$ cat src/psr_pkg.sv
// Shared types and constants for the per-stream sequence reorder block.
// No dependencies; every other file of the block but psr_fifo imports this package.
package psr_pkg;

	localparam int STREAM_W    = 2;
	localparam int SEQ_W       = 32;
	localparam int DATA_W      = 32;
	localparam int MAX_STREAMS = 1 << STREAM_W;
	localparam int QUEUE_DEPTH = 4;

	// An accepted input word on its way from the front to the back.
	typedef struct packed {
		logic [STREAM_W-1:0] stream;
		logic [SEQ_W-1:0]    seq;
		logic [DATA_W-1:0]   payload;
	} psr_item_t;

	// A released word waiting in the result queue.
	typedef struct packed {
		logic [STREAM_W-1:0] stream;
		logic [SEQ_W-1:0]    seq;
		logic [DATA_W-1:0]   payload;
		logic                last;
	} psr_rel_t;

endpackage

$ cat src/psr_fifo.sv
// Small synchronous first-in first-out queue with an occupancy count.
// Depends on nothing; used between front and back and for the results.
module psr_fifo #(
	parameter int WIDTH = 8,
	parameter int DEPTH = 4
) (
	input  logic             clk,
	input  logic             arst_n,
	input  logic             push,
	input  logic [WIDTH-1:0] wr_data,
	output logic             full,
	input  logic             pop,
	output logic [WIDTH-1:0] rd_data,
	output logic             empty,
	output logic [$clog2(DEPTH):0] level
);

	localparam int PW = (DEPTH > 1) ? $clog2(DEPTH) : 1;
	localparam int LW = $clog2(DEPTH) + 1;

	logic [WIDTH-1:0] mem_q [DEPTH];
	logic [PW-1:0]    wr_ptr_q;
	logic [PW-1:0]    rd_ptr_q;
	logic [LW-1:0]    level_q;
	logic             do_push;
	logic             do_pop;

	assign full    = (level_q == LW'(DEPTH));
	assign empty   = (level_q == '0);
	assign level   = level_q;
	assign rd_data = mem_q[rd_ptr_q];
	assign do_push = push && !full;
	assign do_pop  = pop && !empty;

	always_ff @(posedge clk) begin
		if (do_push) begin
			mem_q[wr_ptr_q] <= wr_data;
		end
	end

	always_ff @(posedge clk or negedge arst_n) begin
		if (!arst_n) begin
			wr_ptr_q <= '0;
			rd_ptr_q <= '0;
			level_q  <= '0;
		end else begin
			if (do_push) begin
				wr_ptr_q <= (wr_ptr_q == PW'(DEPTH - 1)) ? '0 : wr_ptr_q + 1'b1;
			end
			if (do_pop) begin
				rd_ptr_q <= (rd_ptr_q == PW'(DEPTH - 1)) ? '0 : rd_ptr_q + 1'b1;
			end
			if (do_push && !do_pop) begin
				level_q <= level_q + 1'b1;
			end else if (do_pop && !do_push) begin
				level_q <= level_q - 1'b1;
			end
		end
	end

endmodule

$ cat src/psr_front.sv
// Input stage: registers each word, drops words of streams that do not exist
// and trims the payload. Depends on psr_pkg; feeds the queue toward psr_back.
module psr_front
	import psr_pkg::*;
#(
	parameter int NUM_STREAMS   = 4,
	parameter int PAYLOAD_WIDTH = 32
) (
	input  logic                clk,
	input  logic                arst_n,
	input  logic                push,
	output logic                full,
	input  logic [STREAM_W-1:0] stream,
	input  logic [SEQ_W-1:0]    seq,
	input  logic [DATA_W-1:0]   payload,
	input  logic                q_full,
	output logic                q_push,
	output psr_item_t           q_data
);

	localparam int SW = (PAYLOAD_WIDTH < DATA_W) ? PAYLOAD_WIDTH : DATA_W;

	logic      vld_s1;
	logic      keep_s1;
	psr_item_t item_s1;
	logic      drain;
	logic      take;

	// A dropped word leaves at once; a kept one waits for room in the queue.
	assign drain  = vld_s1 && (!keep_s1 || !q_full);
	assign full   = vld_s1 && !drain;
	assign take   = push && !full;
	assign q_push = vld_s1 && keep_s1 && !q_full;
	assign q_data = item_s1;

	always_ff @(posedge clk) begin
		if (take) begin
			item_s1.stream  <= stream;
			item_s1.seq     <= seq;
			item_s1.payload <= DATA_W'(payload[SW-1:0]);
		end
	end

	always_ff @(posedge clk or negedge arst_n) begin
		if (!arst_n) begin
			vld_s1  <= 1'b0;
			keep_s1 <= 1'b0;
		end else if (take) begin
			vld_s1  <= 1'b1;
			keep_s1 <= (32'(stream) < 32'(NUM_STREAMS));
		end else if (drain) begin
			vld_s1  <= 1'b0;
		end
	end

endmodule

$ cat src/psr_back.sv
// Reorder engine: window check, slot store and in-order release walk.
// Depends on psr_pkg; reads the item queue and writes the result queue.
module psr_back
	import psr_pkg::*;
#(
	parameter int NUM_STREAMS   = 4,
	parameter int WINDOW        = 16,
	parameter int PAYLOAD_WIDTH = 32,
	parameter int OUT_DEPTH     = 4
) (
	input  logic                        clk,
	input  logic                        arst_n,
	input  logic                        q_empty,
	input  psr_item_t                   q_data,
	output logic                        q_pop,
	input  logic [$clog2(OUT_DEPTH):0]  o_level,
	output logic                        o_push,
	output psr_rel_t                    o_data
);

	localparam int NSE = (NUM_STREAMS < MAX_STREAMS) ? NUM_STREAMS : MAX_STREAMS;
	localparam int SB  = (NSE > 1) ? $clog2(NSE) : 1;
	localparam int WB  = $clog2(WINDOW);
	localparam int SW  = (PAYLOAD_WIDTH < DATA_W) ? PAYLOAD_WIDTH : DATA_W;
	localparam int AW  = SB + WB;
	localparam int LW  = $clog2(OUT_DEPTH) + 1;

	typedef enum logic {ST_IDLE, ST_WALK} st_t;

	st_t                 st_q;
	logic [SB-1:0]       cur_q;
	logic [SEQ_W-1:0]    exp_q   [NSE];
	logic [WB-1:0]       head_q  [NSE];
	logic [WINDOW-1:0]   valid_q [NSE];
	logic [SW-1:0]       mem     [2**AW];
	logic [SW-1:0]       rdata_q;
	logic                vld_s2;
	logic [STREAM_W-1:0] stream_s2;
	logic [SEQ_W-1:0]    seq_s2;
	logic                last_s2;

	logic [SB-1:0]       q_sidx;
	logic [SEQ_W-1:0]    gap;
	logic                in_win;
	logic [WB:0]         sum;
	logic [WB:0]         slot;
	logic                store;
	logic [AW-1:0]       wr_addr;
	logic [WB-1:0]       h;
	logic [WB-1:0]       nxt;
	logic [WINDOW-1:0]   cur_valid;
	logic                hit;
	logic                last;
	logic                credit;
	logic                issue;
	logic [AW-1:0]       rd_addr;

	// Window check and slot of the word at the head of the item queue.
	assign q_sidx  = q_data.stream[SB-1:0];
	assign gap     = q_data.seq - exp_q[q_sidx];
	assign in_win  = (gap < SEQ_W'(WINDOW));
	assign sum     = {1'b0, head_q[q_sidx]} + gap[WB:0];
	assign slot    = (sum >= (WB+1)'(WINDOW)) ? sum - (WB+1)'(WINDOW) : sum;
	assign wr_addr = {q_sidx, slot[WB-1:0]};
	assign q_pop   = (st_q == ST_IDLE) && !q_empty;
	assign store   = q_pop && in_win;

	// Release walk: the head slot goes out when filled; the run ends when the
	// slot after it is empty.
	assign h         = head_q[cur_q];
	assign nxt       = (h == WB'(WINDOW - 1)) ? '0 : h + 1'b1;
	assign cur_valid = valid_q[cur_q];
	assign hit       = cur_valid[h];
	assign last      = !cur_valid[nxt];
	assign credit    = (o_level + LW'(vld_s2)) < LW'(OUT_DEPTH);
	assign issue     = (st_q == ST_WALK) && hit && credit;
	assign rd_addr   = {cur_q, h};

	assign o_push         = vld_s2;
	assign o_data.stream  = stream_s2;
	assign o_data.seq     = seq_s2;
	assign o_data.payload = DATA_W'(rdata_q);
	assign o_data.last    = last_s2;

	always_ff @(posedge clk) begin
		if (store) begin
			mem[wr_addr] <= q_data.payload[SW-1:0];
		end
		if (issue) begin
			rdata_q   <= mem[rd_addr];
			stream_s2 <= STREAM_W'(cur_q);
			seq_s2    <= exp_q[cur_q];
			last_s2   <= last;
		end
	end

	always_ff @(posedge clk or negedge arst_n) begin
		if (!arst_n) begin
			st_q   <= ST_IDLE;
			cur_q  <= '0;
			vld_s2 <= 1'b0;
			for (int s = 0; s < NSE; s++) begin
				exp_q[s]   <= '0;
				head_q[s]  <= '0;
				valid_q[s] <= '0;
			end
		end else begin
			vld_s2 <= issue;
			unique case (st_q)
				ST_IDLE: begin
					if (q_pop) begin
						cur_q <= q_sidx;
						if (in_win) begin
							valid_q[q_sidx][slot[WB-1:0]] <= 1'b1;
							st_q <= ST_WALK;
						end
					end
				end
				ST_WALK: begin
					if (!hit) begin
						st_q <= ST_IDLE;
					end else if (credit) begin
						valid_q[cur_q][h] <= 1'b0;
						exp_q[cur_q]      <= exp_q[cur_q] + 1'b1;
						head_q[cur_q]     <= nxt;
						if (last) begin
							st_q <= ST_IDLE;
						end
					end
				end
			endcase
		end
	end

	a_credit: assert property (@(posedge clk) disable iff (!arst_n)
		vld_s2 |-> (o_level < LW'(OUT_DEPTH)))
		else $error("result queue written while full");

	a_store_walk: assert property (@(posedge clk) disable iff (!arst_n)
		store |=> (st_q == ST_WALK))
		else $error("stored word not followed by a release walk");

	a_last_idle: assert property (@(posedge clk) disable iff (!arst_n)
		(issue && last) |=> (st_q == ST_IDLE && vld_s2))
		else $error("walk did not end after the last word of a run");

endmodule

$ cat src/per_stream_sequence_reorder.sv
// Top level of the per-stream sequence reorder buffer.
// Depends on psr_pkg, psr_fifo, psr_front and psr_back.
//
// Channel   Direction  Handshake           Fields
// input     in         push / full         stream, seq, payload
// result    out        pop / empty         out_stream, out_seq, out_payload, run_last
//
// A word that enters is held in the front register, then waits in a
// four-entry queue. In its idle state the back engine does the window check
// and slot store of each word; a word inside the window starts a release
// walk that sends out one word of the run per step, and a word outside the
// window starts none. The next word is not taken until the walk ends.
// Released words pass a registered memory read and land in a four-entry
// result queue. Reset clears every stream's expected sequence, head and
// slot valid bits at once; no clearing pass is needed. A full result queue
// stalls only the release walk; the input side keeps taking words until the
// item queue fills.
module per_stream_sequence_reorder
	import psr_pkg::*;
#(
	parameter int NUM_STREAMS   = 4,
	parameter int WINDOW        = 16,
	parameter int PAYLOAD_WIDTH = 32
) (
	input  logic                clk,
	input  logic                arst_n,
	input  logic                push,
	output logic                full,
	input  logic [STREAM_W-1:0] stream,
	input  logic [SEQ_W-1:0]    seq,
	input  logic [DATA_W-1:0]   payload,
	output logic                empty,
	input  logic                pop,
	output logic [STREAM_W-1:0] out_stream,
	output logic [SEQ_W-1:0]    out_seq,
	output logic [DATA_W-1:0]   out_payload,
	output logic                run_last
);

	localparam int LW = $clog2(QUEUE_DEPTH) + 1;

	// Front to item queue.
	logic      mid_push;
	logic      mid_full;
	psr_item_t mid_wr;

	// Item queue to back.
	logic      mid_pop;
	logic      mid_empty;
	psr_item_t mid_rd;

	// Back to result queue.
	logic          res_push;
	psr_rel_t      res_wr;
	psr_rel_t      res_rd;
	logic [LW-1:0] res_level;

	psr_front #(
		.NUM_STREAMS  (NUM_STREAMS),
		.PAYLOAD_WIDTH(PAYLOAD_WIDTH)
	) u_front (
		.clk      (clk),
		.arst_n   (arst_n),
		.push     (push),
		.full     (full),
		.stream   (stream),
		.seq      (seq),
		.payload  (payload),
		.q_full   (mid_full),
		.q_push   (mid_push),
		.q_data   (mid_wr)
	);

	// Decouples the input side from the release walk.
	psr_fifo #(
		.WIDTH($bits(psr_item_t)),
		.DEPTH(QUEUE_DEPTH)
	) u_item_q (
		.clk    (clk),
		.arst_n (arst_n),
		.push   (mid_push),
		.wr_data(mid_wr),
		.full   (mid_full),
		.pop    (mid_pop),
		.rd_data(mid_rd),
		.empty  (mid_empty),
		.level  ()
	);

	psr_back #(
		.NUM_STREAMS  (NUM_STREAMS),
		.WINDOW       (WINDOW),
		.PAYLOAD_WIDTH(PAYLOAD_WIDTH),
		.OUT_DEPTH    (QUEUE_DEPTH)
	) u_back (
		.clk    (clk),
		.arst_n (arst_n),
		.q_empty(mid_empty),
		.q_data (mid_rd),
		.q_pop  (mid_pop),
		.o_level(res_level),
		.o_push (res_push),
		.o_data (res_wr)
	);

	// Released words wait here until the consumer pops them; the back engine
	// reserves room before it reads a slot, so this queue never overflows.
	psr_fifo #(
		.WIDTH($bits(psr_rel_t)),
		.DEPTH(QUEUE_DEPTH)
	) u_res_q (
		.clk    (clk),
		.arst_n (arst_n),
		.push   (res_push),
		.wr_data(res_wr),
		.full   (),
		.pop    (pop),
		.rd_data(res_rd),
		.empty  (empty),
		.level  (res_level)
	);

	assign out_stream  = res_rd.stream;
	assign out_seq     = res_rd.seq;
	assign out_payload = res_rd.payload;
	assign run_last    = res_rd.last;

endmodule

$ cat config.mk
export PLATFORM = sky130hd
export DESIGN_NAME = per_stream_sequence_reorder
export DESIGN_NICKNAME = d
export VERILOG_FILES = /design/src/psr_pkg.sv /design/src/psr_fifo.sv /design/src/psr_front.sv /design/src/psr_back.sv /design/src/per_stream_sequence_reorder.sv
export SDC_FILE = /design/constraint.sdc
export NUM_CORES = 2
export LEC_CHECK = 0
export BUFFER_PORTS_ARGS = -buffer_cell sky130_fd_sc_hd__buf_2
export CORE_UTILIZATION = 57
export DETAILED_ROUTE_END_ITERATION = 6
export PLACE_DENSITY_LB_ADDON = 0.25
export SYNTH_ARGS = -nofsm -noshare
export SYNTH_HDL_FRONTEND = slang
export SYNTH_SLANG_ARGS = --single-unit
$ cat constraint.sdc
create_clock -name clk -period 7.9 [get_ports clk]
set_clock_uncertainty 0.1 [all_clocks]
set_input_delay 1.58 -clock clk [delete_from_list [all_inputs] [get_ports clk]]
set_output_delay 1.58 -clock clk [all_outputs]
set_load 0.02 [all_outputs]
==> summary.md <==
The run finished with clean final reports. The kind of cell with the highest combined delay along the critical path is compound AO/OA/AOI/OAI gates. After legalization and detailed placement, the total HPWL measured 168000 um.

The tools report the total area of multi-input combinational cells as 0.0281 mm^2. The logs give 165 for the number of rows created at floorplan and 0.643 for the final core area utilization. After routing the design area is 0.130 mm^2. Buffers added to address setup during post-CTS repair amount to 0. Final count of pins violating max slew: 0.

Final routed DRC violation total: 0. The largest net degree at the start of global routing is 173, and the post-detailed-route via-to-cell ratio is 6.61. Counting flops and latches in the post-synthesis netlist gives 2941.

The slowest stage of the critical path is the buf_4 cell. The run gives 5 as the count of H-tree levels built during CTS. The run gives 0.202 mm^2 as the area of the core. The DRC violation total after the first TritonRoute iteration is 7703.

CTS saw 2941 sinks. Share of layout cells above drive strength 1: 0.275. The die is 453 um wide. In this run, post-CTS repair resized a total of 0 instances. The worst endpoint required time was 8.40 ns. The effective utilization at floorplan came out at 0.574. The type of origin of the critical path was a flop. VDD sags by at most 0.000374 V.

Counting tap cells, the placed design contains a total of 8018 instances. The total buffers and inverters traversed by the critical path was 4. The post-placement cell area was 0.121 mm^2; the global router's overall resource usage was 0.276. In the final routed layout, each cell accounts on average for 32.9 um.

Summed over all failing endpoints, the final setup total negative slack is 0 ns. The die is 453 um tall. After filler insertion, the fill cell instance count of the layout stands at 13000.

Setup violations remaining at the end of the flow were counted as 0. During placement, the flow inserted port buffers numbering 138. The power density over the cells came out at 322 mW/mm^2. The global-route wire length before repair is 402000 um. Once detail routing completed, the nets flagged for antenna violations numbered 0.

Derived from the worst setup path, the maximum achievable clock frequency is 138 MHz. For the leftover overflow at the end of global routing, the log shows 0. The number of global-route vias before repair was 55600; the number of buffers on the longest clock path was 4. The total standard cell area after synthesis was 0.116 mm^2; the share of the clock period used by the worst path after layout was 0.917. The cell count after synthesis came out at 5353. Setup repair after global routing left no endpoint under its margin.

STA classifies the critical path endpoint as a flop. The share of flip-flops with an asynchronous set or reset after synthesis works out to 0.0775. Power comes to 41.9 mW.

Synthesis produced a netlist with a net count of 5478. The library cell with the largest summed area after synthesis was edfxtp_1. STA puts the critical path data arrival time at 7.75 ns. The tightest slew margin relative to the limit was 0.250. In the layout the commonest cells are edfxtp_1, mux4_2, clkbuf_16. The detailed-router iteration count before antenna repair was 6. The sequential cell area in the final layout came out at 0.0872 mm^2.

The mean instance size in the synthesized netlist works out to 21.7 um^2. The count of non-filler cells in the finished layout was 8543. Ranked by total cell area, the synthesized netlist is headed by edfxtp_1, mux4_2, dfrtp_1. In this run, CTS created clock tree buffers numbering 301. The synthesized design contains 2713 enable-type register cells. For the total number of yosys warnings, the log shows 0. The fraction of post-synthesis cell area in the top cell type by area was 0.701.

The final critical-path setup slack is 0.652 ns. In this run the worst path has a maximum fanout of 68. The final RePlAce weighted congestion came out at 0.891. The flip-flop cell with the highest count after synthesis is edfxtp_1. TritonCTS built the clock tree. The run gives 281000 um as the detailed-route wire length. In this run the count of I/O pins placed on the die edge is 139. The logs give 0.750 for the fraction of the yosys area taken by sequential cells and 0 for the final-report hold violation count. The leakage power of the design is 41.2 nW. The run gives 56500 as the via count. The worst hold slack was 0.374 ns; the delay of the slowest cell on the worst path was 0.79 ns.

Final critical-path required period: 7.25 ns. The area added between synthesis and finish came out at 12.0%. The critical path class is reg -> reg. The number of different library cells used by synthesis comes to 71. In this run the clock root is driven by a clkbuf_16.

Traced cell by cell, the critical path runs through buf_4 -> o21a_4 -> mux4_2 -> inv_1 -> ha_1 -> a21oi_1 -> o21ai_0 -> o31ai_1 -> a21oi_1 -> mux2_1 -> o311a_1 -> nor4_2 -> nand4_1 -> buf_12 -> nor3_2 -> buf_12. Worst min-delay path class: reg -> reg. Clock-pin slew was measured on the worst setup and hold paths at 0.06 ns. Timing analysis after detailed placement gives a worst setup slack of 0.834 ns. The post-layout net count is 5774, and the number of antenna violations at the first check in global routing is 18.

Most common cell after layout, fill and taps aside: edfxtp_1. After clock tree synthesis, the flow added hold-fix buffers numbering 0. The logs give 0.206 mm^2 for the overall die area and 0.95 ns for the worst-skew pair later-pin latency.

The number of max-cap violations was 0. For the pin with the worst max-slew slack, the measured transition is 1.10 ns.
kinds of logic after synthesis:
| family | Yosys count | share of synthesized area |
|---|---|---|
| multiplexers | 1191 | 0.190 |
| AO/OA/AOI/OAI | 355 | 0.0190 |
| buffers and inverters | 342 | 0.0123 |
| flip-flops | 2941 | 0.750 |
| adder cells (fa/ha/maj) | 55 | 0.00618 |
| XOR/XNOR | 53 | 0.00400 |
| AND/OR/NAND/NOR | 416 | 0.0186 |
final timing paths:
path	slack, ns	end	start	cells past startpoint
min reg2reg	0.37	u_front.keep_s1	u_front.keep_s1	1
max in group asynchronous	5.81	u_back.valid_q[6]	arst_n	2
min in group asynchronous	0.48	u_front.vld_s1	arst_n	1
max reg2reg	0.65	u_back.mem[5][21]	u_item_q.rd_ptr_q[1]	16
min	0.37	u_front.keep_s1	u_front.keep_s1	1
max	0.65	u_back.mem[5][21]	u_item_q.rd_ptr_q[1]	16
cell usage after synthesis (all sizes together) (9+ instances only):
cell	n
and2	16
xor2	23
mux4	800
edfxtp	2713
ha	51
nor3	79
mux2i	305
and3	9
o21ai	183
clkbuf	120
mux2	86
nand2	152
nand3b	9
a21oi	39
o211ai	11
o31ai	54
nand4	23
xnor2	30
dfrtp	228
a21o	14
nor2	50
nand3	28
buf	170
inv	52
layout make-up:
| class | count | area share |
|---|---|---|
| clock inverters | 128 | 0.00886 |
| repair buffers | 283 | 0.0158 |
| diodes | 11 | 0.000211 |
| flip-flops and latches | 2941 | 0.670 |
| multi-input cells | 2070 | 0.216 |
| well taps | 2672 | 0.0257 |
| inverters | 52 | 0.00156 |
| clock buffers | 386 | 0.0622 |
flip-flops by register name, indices dropped and copies added, names as in the netlist:
register,count
u_back.last_s2,1
u_back.head_q,16
u_back.stream_s2,2
u_back.o_push,1
u_front.keep_s1,1
u_item_q.rd_ptr_q,2
u_front.vld_s1,1
u_res_q.level,3
u_back.cur_q,2
u_item_q.mem_q,264
u_res_q.rd_ptr_q,2
u_item_q.wr_ptr_q,2
u_res_q.wr_ptr_q,2
u_res_q.mem_q,268
u_back.valid_q,64
u_back.st_q,1
u_item_q.level,3
u_back.seq_s2,32
u_front.q_data,66
u_back.mem,2048
u_back.rdata_q,32
u_back.exp_q,128
worst reg2reg max path, delay by kind of cell, from the launching register on:
family / cells / cell delay [ns]
DFF: 1 / 0.42
adders and majority gates: 1 / 0.33
buffers and inverters: 4 / 1.53
AOI/OAI and AO/OA: 6 / 2.23
and+or+nand+nor: 3 / 1.53
muxes: 2 / 0.80
per-layer routing:
metal,GRT usage,routed length [um],up-vias
met3,0.0557,26100,380
met5,0,41,-
met2,0.428,136000,2904
met4,0.0825,7920,6
met1,0.403,111000,30200
li1,-,-,23000
where the power goes:
part	internal (mW)	total, mW	switching [mW]
Combinational	1.91	8.26	6.35
Clock	7.89	13.5	5.63
Sequential	19.8	20.1	0.328
Total	29.6	41.9	12.3
No activity file was read; power rests on OpenSTA's default activity.
